$ cat src/design/bdeq_pkg.sv
// ----------------------------------------------------------------------------
// bdeq_pkg
// Shared command codes and status types for the bounded deque.
// ----------------------------------------------------------------------------
package bdeq_pkg;

  localparam int unsigned DataWidth = 32;
  localparam int unsigned CmdWidth  = 3;
  localparam int unsigned CapWidth  = 5;

  // command codes; the unused codes behave as a report
  typedef enum logic [CmdWidth-1:0] {
    CMD_PUSH_FRONT = 3'd0,
    CMD_PUSH_BACK  = 3'd1,
    CMD_POP_FRONT  = 3'd2,
    CMD_POP_BACK   = 3'd3,
    CMD_REPORT     = 3'd4
  } bdeq_cmd_e;

  // status that travels with each result
  typedef struct packed {
    logic ok;
    logic empty;
    logic full;
  } bdeq_flags_t;

endpackage

$ cat src/design/bdeq_store.sv
// ----------------------------------------------------------------------------
// bdeq_store
// Entry memory: one write port, two read ports with registered read data.
// ----------------------------------------------------------------------------
module bdeq_store #(
  parameter int unsigned DEPTH = 16,
  parameter int unsigned AW    = 4
) (
  input  logic                            clk_i,
  input  logic                            wr_en_i,
  input  logic [AW-1:0]                   wr_addr_i,
  input  logic [bdeq_pkg::DataWidth-1:0]  wr_data_i,
  input  logic                            rd_en_i,
  input  logic [AW-1:0]                   rd_front_addr_i,
  input  logic [AW-1:0]                   rd_rear_addr_i,
  output logic [bdeq_pkg::DataWidth-1:0]  rd_front_o,
  output logic [bdeq_pkg::DataWidth-1:0]  rd_rear_o
);
  import bdeq_pkg::*;

  logic [DataWidth-1:0] mem [DEPTH];
  logic [DataWidth-1:0] rd_front_q;
  logic [DataWidth-1:0] rd_rear_q;

  // write port
  always_ff @(posedge clk_i) begin
    if (wr_en_i) begin
      mem[wr_addr_i] <= wr_data_i;
    end
  end

  // read ports, data held until the next read
  always_ff @(posedge clk_i) begin
    if (rd_en_i) begin
      rd_front_q <= mem[rd_front_addr_i];
      rd_rear_q  <= mem[rd_rear_addr_i];
    end
  end

  assign rd_front_o = rd_front_q;
  assign rd_rear_o  = rd_rear_q;

endmodule

$ cat src/design/bdeq_ctrl.sv
// ----------------------------------------------------------------------------
// bdeq_ctrl
// Pointer, count and capacity control; sequences the memory access per
// transaction and holds the result status.
// ----------------------------------------------------------------------------
module bdeq_ctrl #(
  parameter int unsigned DEPTH = 16,
  parameter int unsigned AW    = 4,
  parameter int unsigned CW    = 5
) (
  input  logic                           clk_i,
  input  logic                           rst_ni,
  input  logic                           cfg_we_i,
  input  logic [bdeq_pkg::CapWidth-1:0]  cfg_wdata_i,
  input  logic                           in_valid_i,
  output logic                           in_ready_o,
  input  logic [bdeq_pkg::CmdWidth-1:0]  cmd_i,
  output logic                           out_valid_o,
  input  logic                           out_ready_i,
  output bdeq_pkg::bdeq_flags_t          flags_o,
  output logic                           wr_en_o,
  output logic [AW-1:0]                  wr_addr_o,
  output logic                           rd_en_o,
  output logic [AW-1:0]                  rd_front_addr_o,
  output logic [AW-1:0]                  rd_rear_addr_o
);
  import bdeq_pkg::*;

  localparam int unsigned KW = (CW > CapWidth) ? CW : CapWidth;
  localparam logic [KW-1:0] DepthK = KW'(DEPTH);
  localparam logic [AW-1:0] LastIdx = AW'(DEPTH - 1);

  logic [CapWidth-1:0] cap_q;
  logic [AW-1:0]       front_q, front_d;
  logic [AW-1:0]       back_q, back_d;
  logic [CW-1:0]       count_q, count_d;
  logic                pend_q;
  bdeq_flags_t         pend_flags_q, new_flags;
  logic                out_valid_q;
  bdeq_flags_t         out_flags_q;

  logic          in_fire;
  logic          rd_en;
  logic [KW-1:0] cap_eff;
  logic          full_now;
  logic          empty_now;

  function automatic logic [AW-1:0] wrap_inc(input logic [AW-1:0] p);
    return (p == LastIdx) ? '0 : p + 1'b1;
  endfunction

  function automatic logic [AW-1:0] wrap_dec(input logic [AW-1:0] p);
    return (p == '0) ? LastIdx : p - 1'b1;
  endfunction

  // handshake: memory read goes out once the output register is free
  assign rd_en      = pend_q && (!out_valid_q || out_ready_i);
  assign in_ready_o = !pend_q || rd_en;
  assign in_fire    = in_valid_i && in_ready_o;

  // effective capacity saturates at the store depth
  assign cap_eff   = (KW'(cap_q) > DepthK) ? DepthK : KW'(cap_q);
  assign full_now  = KW'(count_q) >= cap_eff;
  assign empty_now = (count_q == '0);

  // command decode and next pointer state
  always_comb begin
    front_d       = front_q;
    back_d        = back_q;
    count_d       = count_q;
    wr_en_o       = 1'b0;
    wr_addr_o     = back_q;
    new_flags.ok  = 1'b1;
    case (bdeq_cmd_e'(cmd_i))
      CMD_PUSH_FRONT: begin
        if (full_now) begin
          new_flags.ok = 1'b0;
        end else begin
          front_d   = wrap_dec(front_q);
          wr_addr_o = wrap_dec(front_q);
          wr_en_o   = in_fire;
          count_d   = count_q + 1'b1;
        end
      end
      CMD_PUSH_BACK: begin
        if (full_now) begin
          new_flags.ok = 1'b0;
        end else begin
          back_d    = wrap_inc(back_q);
          wr_addr_o = back_q;
          wr_en_o   = in_fire;
          count_d   = count_q + 1'b1;
        end
      end
      CMD_POP_FRONT: begin
        if (empty_now) begin
          new_flags.ok = 1'b0;
        end else begin
          front_d = wrap_inc(front_q);
          count_d = count_q - 1'b1;
        end
      end
      CMD_POP_BACK: begin
        if (empty_now) begin
          new_flags.ok = 1'b0;
        end else begin
          back_d  = wrap_dec(back_q);
          count_d = count_q - 1'b1;
        end
      end
      default: begin
      end
    endcase
    new_flags.empty = (count_d == '0);
    new_flags.full  = KW'(count_d) >= cap_eff;
  end

  // capacity register
  always_ff @(posedge clk_i or negedge rst_ni) begin
    if (!rst_ni) begin
      cap_q <= CapWidth'(16);
    end else if (cfg_we_i) begin
      cap_q <= cfg_wdata_i;
    end
  end

  // pointers and count
  always_ff @(posedge clk_i or negedge rst_ni) begin
    if (!rst_ni) begin
      front_q <= '0;
      back_q  <= '0;
      count_q <= '0;
    end else if (in_fire) begin
      front_q <= front_d;
      back_q  <= back_d;
      count_q <= count_d;
    end
  end

  // pending transaction and output status
  always_ff @(posedge clk_i or negedge rst_ni) begin
    if (!rst_ni) begin
      pend_q      <= 1'b0;
      out_valid_q <= 1'b0;
    end else begin
      if (in_fire) begin
        pend_q <= 1'b1;
      end else if (rd_en) begin
        pend_q <= 1'b0;
      end
      if (rd_en) begin
        out_valid_q <= 1'b1;
      end else if (out_ready_i) begin
        out_valid_q <= 1'b0;
      end
    end
  end

  always_ff @(posedge clk_i) begin
    if (in_fire) begin
      pend_flags_q <= new_flags;
    end
    if (rd_en) begin
      out_flags_q <= pend_flags_q;
    end
  end

  assign rd_en_o         = rd_en;
  assign rd_front_addr_o = front_q;
  assign rd_rear_addr_o  = wrap_dec(back_q);
  assign out_valid_o     = out_valid_q;
  assign flags_o         = out_flags_q;

  // count never runs past the store depth
  a_count_bound: assert property (@(posedge clk_i) disable iff (!rst_ni)
    KW'(count_q) <= DepthK)
    else $error("entry count exceeds depth");

  // a successful push adds exactly one entry
  a_push_count: assert property (@(posedge clk_i) disable iff (!rst_ni)
    (in_fire && wr_en_o) |=> (count_q == $past(count_q) + 1'b1))
    else $error("push did not increment count");

  // a pending transaction is not dropped while the output is stalled
  a_pend_hold: assert property (@(posedge clk_i) disable iff (!rst_ni)
    (pend_q && !rd_en) |=> pend_q)
    else $error("pending transaction lost");

  // a waiting result keeps its status
  a_out_hold: assert property (@(posedge clk_i) disable iff (!rst_ni)
    (out_valid_q && !out_ready_i) |=> (out_valid_q && $stable(out_flags_q)))
    else $error("stalled result changed");

endmodule

$ cat src/design/bounded_double_ended_queue_top.sv
// ----------------------------------------------------------------------------
// bounded_double_ended_queue_top
// Bounded double-ended queue held in a ring memory with head and tail
// pointers; every command returns one status transaction.
// ----------------------------------------------------------------------------
//  channel  | signals                                      | direction
//  ---------+----------------------------------------------+----------
//  command  | in_valid_i, in_ready_o, cmd_i, value_i       | in
//  result   | out_valid_o, out_ready_i, ok_o, front_value_o,| out
//           | rear_value_o, is_empty_o, is_full_o          |
//  config   | cfg_we_i, cfg_wdata_i (capacity)             | in
//
// A command is decoded and written to memory on its accept edge; the front
// and rear entries are read into the output register once it is free, and
// the result is then valid. The read of one command overlaps the accept of
// the next: one command per cycle sustained while results are taken.
// A stalled result holds the read; commands stall behind it after one more.
// Reset clears pointers, count and handshakes; capacity resets to 16.
// ----------------------------------------------------------------------------
module bounded_double_ended_queue_top #(
  parameter int unsigned DEPTH = 16
) (
  input  logic                                  clk_i,
  input  logic                                  rst_ni,
  input  logic                                  cfg_we_i,
  input  logic [bdeq_pkg::CapWidth-1:0]         cfg_wdata_i,
  input  logic                                  in_valid_i,
  output logic                                  in_ready_o,
  input  logic [bdeq_pkg::CmdWidth-1:0]         cmd_i,
  input  logic signed [bdeq_pkg::DataWidth-1:0] value_i,
  output logic                                  out_valid_o,
  input  logic                                  out_ready_i,
  output logic                                  ok_o,
  output logic signed [bdeq_pkg::DataWidth-1:0] front_value_o,
  output logic signed [bdeq_pkg::DataWidth-1:0] rear_value_o,
  output logic                                  is_empty_o,
  output logic                                  is_full_o
);
  import bdeq_pkg::*;

  localparam int unsigned AW = (DEPTH > 1) ? $clog2(DEPTH) : 1;
  localparam int unsigned CW = $clog2(DEPTH + 1);

  bdeq_flags_t          flags;
  logic                 wr_en;
  logic [AW-1:0]        wr_addr;
  logic                 rd_en;
  logic [AW-1:0]        rd_front_addr;
  logic [AW-1:0]        rd_rear_addr;
  logic [DataWidth-1:0] rd_front;
  logic [DataWidth-1:0] rd_rear;

  // control
  bdeq_ctrl #(
    .DEPTH (DEPTH),
    .AW    (AW),
    .CW    (CW)
  ) u_ctrl (
    .clk_i           (clk_i),
    .rst_ni          (rst_ni),
    .cfg_we_i        (cfg_we_i),
    .cfg_wdata_i     (cfg_wdata_i),
    .in_valid_i      (in_valid_i),
    .in_ready_o      (in_ready_o),
    .cmd_i           (cmd_i),
    .out_valid_o     (out_valid_o),
    .out_ready_i     (out_ready_i),
    .flags_o         (flags),
    .wr_en_o         (wr_en),
    .wr_addr_o       (wr_addr),
    .rd_en_o         (rd_en),
    .rd_front_addr_o (rd_front_addr),
    .rd_rear_addr_o  (rd_rear_addr)
  );

  // entry memory
  bdeq_store #(
    .DEPTH (DEPTH),
    .AW    (AW)
  ) u_store (
    .clk_i           (clk_i),
    .wr_en_i         (wr_en),
    .wr_addr_i       (wr_addr),
    .wr_data_i       (value_i),
    .rd_en_i         (rd_en),
    .rd_front_addr_i (rd_front_addr),
    .rd_rear_addr_i  (rd_rear_addr),
    .rd_front_o      (rd_front),
    .rd_rear_o       (rd_rear)
  );

  // empty queue reports all ones for both ends
  assign ok_o          = flags.ok;
  assign is_empty_o    = flags.empty;
  assign is_full_o     = flags.full;
  assign front_value_o = flags.empty ? '1 : rd_front;
  assign rear_value_o  = flags.empty ? '1 : rd_rear;

endmodule

$ cat config.mk
export PLATFORM = sky130hd
export DESIGN_NAME = bounded_double_ended_queue_top
export DESIGN_NICKNAME = d
export VERILOG_FILES = /design/src/design/bdeq_pkg.sv /design/src/design/bdeq_store.sv /design/src/design/bdeq_ctrl.sv /design/src/design/bounded_double_ended_queue_top.sv
export SDC_FILE = /design/constraint.sdc
export NUM_CORES = 1
export LEC_CHECK = 0
export BUFFER_PORTS_ARGS = -buffer_cell sky130_fd_sc_hd__buf_2
export CAP_MARGIN = 25
export CORE_ASPECT_RATIO = 0.75
export CORE_MARGIN = 5
export CORE_UTILIZATION = 30
export CTS_CLUSTER_SIZE = 12
export DETAILED_ROUTE_END_ITERATION = 10
export GPL_TIMING_DRIVEN = 0
export PLACE_DENSITY = 0.52
export REMOVE_ABC_BUFFERS = 1
export SYNTH_ARGS = -nofsm -noshare
export SYNTH_HDL_FRONTEND = slang
export SYNTH_SLANG_ARGS = --single-unit
$ cat constraint.sdc
create_clock -name clk_i -period 5.65 [get_ports clk_i]
set_input_delay 0.8475 -clock clk_i [delete_from_list [all_inputs] [get_ports clk_i]]
set_output_delay 0.8475 -clock clk_i [all_outputs]
set_load 0.005 [all_outputs]
==> results of run 1 <==
## synthesized netlist by cell type (7+ instances only)
master / number
edfxtp_1: 582
mux4_2: 288
or2_2: 65
clkbuf_1: 52
a21oi_1: 49
mux2i_1: 36
nor2b_1: 35
nor2_1: 29
a211oi_1: 26
nand2_1: 24
dfrtp_1: 19
buf_2: 17
inv_1: 17
ha_1: 16
buf_1: 15
o21ai_0: 12
buf_6: 8
mux2_2: 8
nor3_1: 8
nand2b_1: 7
## cell type report
| cell class | count | area, um2 |
|---|---|---|
| sequential | 602 | 18000 |
| inverter | 17 | 63.8 |
| clock inverter | 33 | 258 |
| tap | 1225 | 1530 |
| fill | 8386 | 58500 |
| multi-input combinational | 665 | 9200 |
| timing repair buffer | 168 | 1900 |
| clock buffer | 86 | 1790 |
| antenna | 4 | 10.0 |
## state kept, by name, summed over array words and instances (netlist names), 3 cells and up
register and flops:
u_store.mem 512, u_store.rd_front_o 32, u_store.rd_rear_o 32, u_ctrl.cap_q 5
u_ctrl.count_q 5, u_ctrl.back_q 4, u_ctrl.rd_front_addr_o 4, u_ctrl.flags_o 3
u_ctrl.pend_flags_q 3
## where the power goes
group / internal [mW] / switching [mW] / leakage (nW)
sequential: 5.44 / 0.417 / 5.50
clock: 2.42 / 1.73 / 1.01
combinational: 3.56 / 3.42 / 3.83
## critical path, cell delays in order, from the launching register on
cell and delay [ns]:
dfrtp_4 0.79, inv_1 0.22, ha_1 0.29, a21oi_1 0.07
o31ai_1 0.60, a31oi_1 0.53, nor2_4 0.63, buf_12 0.27
buf_16 0.19
## per-stage QoR
step	utilization (%)	area, um2
CTS	35.9	32700
global route	35.9	32700
detailed placement	33.6	30700
floorplan	-	27100
global placement	32.0	29200
finish	35.9	32800
## path summary, 6_finish.rpt
check | endpoint | from | slack (ns) | cells after the start
setup / recovery | u_store.mem[15][0]$_DFFE_PP_ | u_ctrl.rd_front_addr_o[0]$_DFFE_PN0P_ | 1.73 | 8
hold / removal | u_ctrl.rd_front_addr_o[1]$_DFFE_PN0P_ | rst_ni | 0.23 | 1
setup reg to reg | u_store.mem[15][0]$_DFFE_PP_ | u_ctrl.rd_front_addr_o[0]$_DFFE_PN0P_ | 1.73 | 8
hold reg to reg | u_ctrl.flags_o[1]$_DFFE_PP_ | u_ctrl.pend_flags_q[1]$_DFFE_PP_ | 0.42 | 0
max in group asynchronous | u_ctrl.rd_front_addr_o[0]$_DFFE_PN0P_ | rst_ni | 5.04 | 1
min in group clk_i | u_ctrl.flags_o[1]$_DFFE_PP_ | u_ctrl.pend_flags_q[1]$_DFFE_PP_ | 0.42 | 0
## layer usage
layer  routed length, um  GRT usage, %  share of wire (%)
met1               30000          19.3                 41
met5                  70             0              0.095
met3                4720          3.22                6.4
met4                1660          3.90                2.3
met2               37100          25.8                 50
## kinds of logic after synthesis
kind of cell               count (synthesis)
DFF                                      602
xor gates and xnor gates                   7
and+or+nand+nor                          193
buffers and inverters                    113
AOI/OAI and AO/OA                        117
adders and majority gates                 16
muxes                                    332
==> impl_metrics.yaml, run 1 <==
run_status:
  status: "complete, no violations"
clock_network:
  clk_pin_slew_ns: 0.06
  cts_tree: "built"
  cts_num_sinks: 602
  postCtsSetupBuffers: 0
  insertion_delay_ns: 0.59
  cts_htree_levels: 3
  clk_path_buf_depth: 3
  cts_root_buf: "clkbuf_16"
  numCtsBuffers: 69
  ctsResizeCount: 0
  holdBufCountCts: 0
detailed_routing:
  drt_iter0_markers: 1344
  wl_per_cell_um: 26.3
  num_vias: 14800
  viasPerCell: 5.28
  ant_nets: 0
  dr.pass1.iters: 7
  drc: 0
  wl_um: 73600
synth:
  synth_edf_count: 582
  syn_inst: 1380
  synth.area.top_cells: "edfxtp_1 (63%), mux4_2 (24%), dfrtp_1 (1.7%), or2_2 (1.5%), mux2i_1 (1.3%)"
  synth_top_family_by_area: "multiplexers"
  synth-main-ff-cell: "edfxtp_1"
  synth-xor-area-share_pct: 0.222
  synth.top_cell.area_share_pct: 63.4
  avgSynthCellArea_um2: 20.0
  yosysTopAreaCell: "edfxtp_1"
  async_flop_share_pct: 3.32
  ys_warn_count: 0
  ys_types: 54
  synthMuxAreaShare_pct: 25.2
  synth-simple-area-share_pct: 3.93
  seq_area_frac_synth_pct: 65.2
  syn_area_um2: 27600
  synth_compound_area_share_pct: 2.80
  synthAdderAreaFrac_pct: 0.726
  ys_ff_latch: 602
power:
  totalPowerFinal_mw: 17.0
  power.density_nw_per_um2: 519
  p_leak_nw: 10.3
  ir_worst_vdd_uv: 412
setup_path:
  path_max_fanout: 41
  worst_ep_arrival_time_ns: 4.21
  endpoint_kind: "flop"
  critPathLaunchType: "flop"
  criticalPathCategory: "flop to flop"
  critPathRequiredTime_ns: 5.93
sta:
  hold_viol_final: 0
  fin_ws_ns: 1.73
  fmax_mhz: 255
  setup_viol: 0
  slew_violations: 0
  worst_pin_slew_ns: 1.05
  finalCritPeriodShare_pct: 69.4
  setup_tns_ns: 0
  rsz0062_at_grt: "false"
  timing.final.crit_period_ns: 3.92
  slew_headroom_pct: 29.3
  whs_ns: 0.229
  clock_skew_ns: 0.0232
grt:
  grt_usage_pct: 14.9
  grt_pass1_wl_um: 109000
  grt_pass1_vias: 15700
  grt_max_degree: 52
  grt_overflow: 0
  antenna_found_initial: 13
final_layout:
  final_common_cell: "edfxtp_1"
  layout_common_cells: "edfxtp_1 (582), mux4_2 (288), buf_2 (115), clkbuf_16 (69), or2_2 (65)"
  nets: 1584
  stdcell_count: 2800
  syn2layout_area_growth_pct: 18.9
  drive_above_1_share_pct: 41.6
placement:
  io_buffers: 113
  gp_congestion: 0.722
  placed_cells: 2676
  pre_cts_slack_ns: 1.26
  dp_hpwl_um: 45900
floorplan:
  die_x_um: 360
  core_um2: 91300
  fp.dieH_um: 272
  pin_count: 114
  start_util_pct: 30.2
  std_cell_rows: 96
  dieArea_um2: 98100
run:
  max_cap_viol_count: 0
worst_hold_path:
  min_path_type: "input pin to async pin"
(Power assumes the default switching activity.)
==> run 2: changes to the inputs <==
- clock period: 5.65 -> 4 ns (I/O delays scaled with it)
==> impl_metrics.yaml, run 2 (synthesis gave the netlist of run 1 again) <==
run_status:
  status: "complete, no violations"
detailed_routing:
  dr.pass1.iters: 5
  wl_per_cell_um: 26.2
  ant_nets: 0
  num_vias: 14900
  drc: 0
  viasPerCell: 5.27
  drt_iter0_markers: 1476
  wl_um: 74000
sta:
  hold_viol_final: 0
  finalCritPeriodShare_pct: 93.4
  slew_violations: 0
  rsz0062_at_grt: "false"
  setup_viol: 0
  whs_ns: 0.237
  worst_pin_slew_ns: 1.08
  slew_headroom_pct: 27.8
  clock_skew_ns: 0.0227
  setup_tns_ns: 0
  timing.final.crit_period_ns: 3.74
  fmax_mhz: 268
setup_path:
  critPathLaunchType: "flop"
  cpMostUsedCell: "buf_4"
  r2r_slack_ns: 0.26
  r2r_end: "u_store.mem[4][5]$_DFFE_PP_"
  max_stage_delay_ns: 0.76
  path_max_fanout: 17
  path_cells: "inv_1 -> ha_1 -> nand4_1 -> o221ai_4 -> nor4_4 -> buf_4 -> buf_4 -> nor3_1 -> o21ai_1 -> nor2_4 -> buf_12"
  reg2reg_from: "u_ctrl.cap_q[4]$_DFFE_PN1P_"
  critPathRequiredTime_ns: 4.27
  criticalPathCategory: "flop to flop"
  rr_worst_depth: 11
  cp-startpoint: "u_ctrl.cap_q[4]$_DFFE_PN1P_"
  slowest_stage: "nor2_4"
  endpoint_kind: "flop"
  worst_ep_arrival_time_ns: 4.00
final_layout:
  largest_reg_flops: 512
  design_area_um2: 33000
  fill_cells: 8376
  drive_above_1_share_pct: 42.4
  syn2layout_area_growth_pct: 19.7
  layout_common_cells: "edfxtp_1 (582), mux4_2 (288), buf_2 (115), clkbuf_16 (69), or2_2 (65)"
  final_common_cell: "edfxtp_1"
  nets: 1605
  regMostFlops: "u_store.mem"
clock_network:
  cts_root_buf: "clkbuf_16"
  insertion_delay_ns: 0.59
  clk_path_buf_depth: 3
  cts_htree_levels: 3
  clk_pin_slew_ns: 0.06
  cts_num_sinks: 602
  numCtsBuffers: 69
  cts_tree: "built"
worst_hold_path:
  whs_path_depth: 3
  worstHoldStart: "cfg_wdata_i[4]"
  min_path_type: "input pin to flop"
  min_delay_worst_endpoint: "u_ctrl.cap_q[4]$_DFFE_PN1P_"
power:
  ir_worst_vdd_uv: 580
  p_leak_nw: 10.5
  power.density_nw_per_um2: 729
run:
  max_cap_viol_count: 0
floorplan:
  dieArea_um2: 98100
  std_cell_rows: 96
  pin_count: 114
  core_um2: 91300
  fp.dieH_um: 272
  start_util_pct: 30.2
  die_x_um: 360
placement:
  placed_area_um2: 30700
  dp_hpwl_um: 45900
  gp_congestion: 0.722
  io_buffers: 113
grt:
  grt_overflow: 0
  grt_usage_pct: 15.0
  grt_pass1_wl_um: 109000
  grt_pass1_vias: 15700
  grt_max_degree: 52
  antenna_found_initial: 13
run 2: cell types whose count changed in the layout (fill, tap and decap cells not counted), moves of 2 or more:
cell,change
buf_12,+3
buf_4,+17
o21ai_1,+2
o21ai_0,-2
run 2: per-layer routing:
metal | vias to the layer above | share of wire, % | wire [um] | GRT usage (%)
met5 | - | 0.095 | 70 | 0
met4 | 12 | 2.1 | 1580 | 4.03
met3 | 118 | 6.2 | 4570 | 3.32
met2 | 597 | 51 | 37500 | 25.7
met1 | 7972 | 41 | 30200 | 19.3
li1 | 6173 | - | - | -
run 2: worst max path at each step:
stage,to,slack (ns),cells after the start
2_1_floorplan,u_store.mem[2][0]$_DFFE_PP_,-4.22,7
3_3_place_gp,u_store.mem[14][31]$_DFFE_PP_,-10.14,7
3_5_place_dp,u_store.mem[15][17]$_DFFE_PP_,-0.39,10
4_1_cts,u_store.mem[15][9]$_DFFE_PP_,0.02,8
5_1_grt,u_store.mem[10][9]$_DFFE_PP_,0.02,9
6_report,u_store.mem[4][5]$_DFFE_PP_,0.26,11
run 2: cell type report:
type | instances | area [um2] | share of cell area (%)
diodes | 3 | 7.51 | 0.0228
clock buffers | 86 | 1790 | 5.43
clock inverters | 33 | 258 | 0.782
flip-flops and latches | 602 | 18000 | 54.6
well taps | 1225 | 1530 | 4.65
multi-input cells | 665 | 9230 | 28.0
repair buffers | 189 | 2100 | 6.37
inverters | 17 | 63.8 | 0.194
run 2: what timing repair did:
item                                   in CTS  in global routing
endpoints found under the hold margin      19                  0
setup endpoints to repair                 370                186
resized for setup                           1                  5
cloned                                      0                  0
hold buffers                                1                  0
setup buffers                               4                 17
pin swaps                                   1                  8
run 2: power by group:
| group | switching, mW | internal (mW) | leakage (nW) |
|---|---|---|---|
| clock | 2.43 | 3.42 | 1.01 |
| combinational | 4.85 | 5.06 | 3.95 |
| sequential | 0.587 | 7.69 | 5.50 |
| total | 7.87 | 16.2 | 10.5 |
run 2: critical path: cells and delay by family, from the launching register on:
family / cells / cell delay [ns]
compound gates: 2 / 0.66
buf+inv: 4 / 0.68
simple gates: 4 / 1.20
fa+ha+maj: 1 / 0.32
flops: 1 / 0.54
run 2: metrics by stage:
| step | utilization, % | instances | setup slack (ns) | power [mW] |
|---|---|---|---|---|
| after global routing | 36.1 | 2819 | 0.0185 | 25.3 |
| after detailed placement | 33.6 | 2676 | -0.390 | 18.5 |
| after floorplan | - | 1284 | -4.22 | 15.0 |
| after CTS | 35.9 | 2800 | 0.0200 | 24.4 |
| final | 36.1 | 2820 | 0.264 | 24.0 |
| after global placement | 32.0 | 2622 | -10.14 | 15.1 |
==> run 3: changes to the inputs <==
- CORE_MARGIN: 5 -> default
==> impl_metrics.yaml, run 3 (synthesis gave the netlist of run 1 again) <==
sta:
  whs_ns: 0.204
  finalCritPeriodShare_pct: 98.3
  hold_viol_final: 0
  clock_skew_ns: 0.0154
  slew_headroom_pct: 30.1
  fin_ws_ns: 0.0685
  slew_violations: 0
  setup_viol: 0
  worst_pin_slew_ns: 1.04
  fmax_mhz: 254
  setup_tns_ns: 0
  timing.final.crit_period_ns: 3.93
clock_network:
  cts_root_buf: "clkbuf_16"
  cts_tree: "built"
  numCtsBuffers: 69
  clk_path_buf_depth: 3
  cts_num_sinks: 602
  clk_pin_slew_ns: 0.06
  cts_htree_levels: 3
  insertion_delay_ns: 0.61
final_layout:
  stdcell_count: 2805
  regMostFlops: "u_store.mem"
  drive_above_1_share_pct: 42.3
  fill_cells: 8191
  syn2layout_area_growth_pct: 19.0
  final_common_cell: "edfxtp_1"
  largest_reg_flops: 512
  layout_common_cells: "edfxtp_1 (582), mux4_2 (288), buf_2 (115), clkbuf_16 (69), or2_2 (65)"
  design_area_um2: 32800
  nets: 1596
  post-route-util_pct: 36.4
grt:
  grt_overflow: 0
  antenna_found_initial: 8
  met3_usage_pct: 3.22
  grt_use_met2_pct: 25.9
  grt_usage_pct: 15.7
  grt_max_degree: 54
  use_met1_pct: 20.9
  grt_pass1_wl_um: 108000
  grt_pass1_vias: 15600
  grt-busiest-layer: "met2"
setup_path:
  path_cells: "inv_1 -> nand2_1 -> ha_1 -> a21oi_1 -> o221ai_4 -> nor4_1 -> o21ai_0 -> buf_2 -> nor2_4 -> buf_12"
  criticalPathCategory: "flop to flop"
  reg2reg_from: "u_ctrl.cap_q[4]$_DFFE_PN1P_"
  endpoint_kind: "flop"
  slowest_stage: "nor2_4"
  worst_ep_arrival_time_ns: 4.23
  critPathLaunchType: "flop"
  critPathRequiredTime_ns: 4.30
  cp.depth: 10
  cp_num_buf_inv: 3
  rr_worst_depth: 10
  path_max_fanout: 20
  cp-startpoint: "u_ctrl.cap_q[4]$_DFFE_PN1P_"
  crit_family: "simple AND/OR/NAND/NOR gates"
  max_stage_delay_ns: 0.62
floorplan:
  pin_count: 114
  fp.dieH_um: 264
  start_util_pct: 30.5
  dieArea_um2: 93100
  std_cell_rows: 95
  core_um2: 90200
  die_x_um: 352
detailed_routing:
  viasPerCell: 5.26
  num_vias: 14800
  ant_nets: 0
  drt_iter0_markers: 1376
  wl_per_cell_um: 26.3
  dr.pass1.iters: 5
  drc: 0
  wl_um: 73700
placement:
  placed_cells: 2653
  gp_congestion: 0.752
  pre_cts_slack_ns: -0.503
  dp_hpwl_um: 43200
  placed_area_um2: 30400
  io_buffers: 113
run_status:
  status: "complete, no violations"
power:
  ir_worst_vdd_uv: 487
  power.density_nw_per_um2: 730
  totalPowerFinal_mw: 24.0
  p_leak_nw: 10.4
run:
  max_cap_viol_count: 0
worst_hold_path:
  whs_path_depth: 2
  worstHoldStart: "in_valid_i"
  min_path_type: "input pin to flop"
## run 3: layout make-up
type	count	area, um2	area share [%]
clock inverters	36	268	0.816
clock buffers	90	1830	5.57
flip-flops and latches	602	18000	54.9
repair buffers	179	1880	5.72
well taps	1212	1520	4.62
diodes	3	7.51	0.0229
multi-input cells	666	9250	28.2
inverters	17	63.8	0.195
## run 3: timing repair
item	4_1_cts	5_1_grt
endpoints found under the setup margin	429	207
gates cloned	0	1
hold buffers	1	0
pin swaps	6	5
resized for setup	1	7
hold endpoints to repair	19	0
setup buffers	8	13
## run 3: worst paths after layout
check / endpoint / slack (ns)
worst min-delay path: u_ctrl.pend_q$_DFFE_PN0P_ / 0.20
worst min register to register: u_ctrl.flags_o[0]$_DFFE_PP_ / 0.41
worst max-delay path: u_store.mem[4][22]$_DFFE_PP_ / 0.07
min in group asynchronous: u_ctrl.count_q[4]$_DFFE_PN0P_ / 0.49
max in group asynchronous: u_ctrl.rd_front_addr_o[2]$_DFFE_PN0P_ / 3.12
worst max register to register: u_store.mem[4][22]$_DFFE_PP_ / 0.07
## run 3: metal layers
layer,vias up,routed length (um),share of wire [%]
li1,6164,-,-
met1,7998,31700,43
met2,472,36000,49
met3,109,4380,5.9
met4,8,1520,2.1
met5,-,46,0.062
## run 3: worst register-to-register path, cell delays in order, from the launching register on
cell	delay, ns
dfstp_2	0.54
inv_1	0.08
nand2_1	0.13
ha_1	0.27
a21oi_1	0.24
o221ai_4	0.21
nor4_1	0.54
o21ai_0	0.37
buf_2	0.28
nor2_4	0.62
buf_12	0.29
## run 3: power by group
| part | internal [mW] | switching (mW) | total, mW |
|---|---|---|---|
| registers | 7.69 | 0.623 | 8.31 |
| logic | 4.98 | 4.78 | 9.76 |
| clock network | 3.31 | 2.57 | 5.88 |
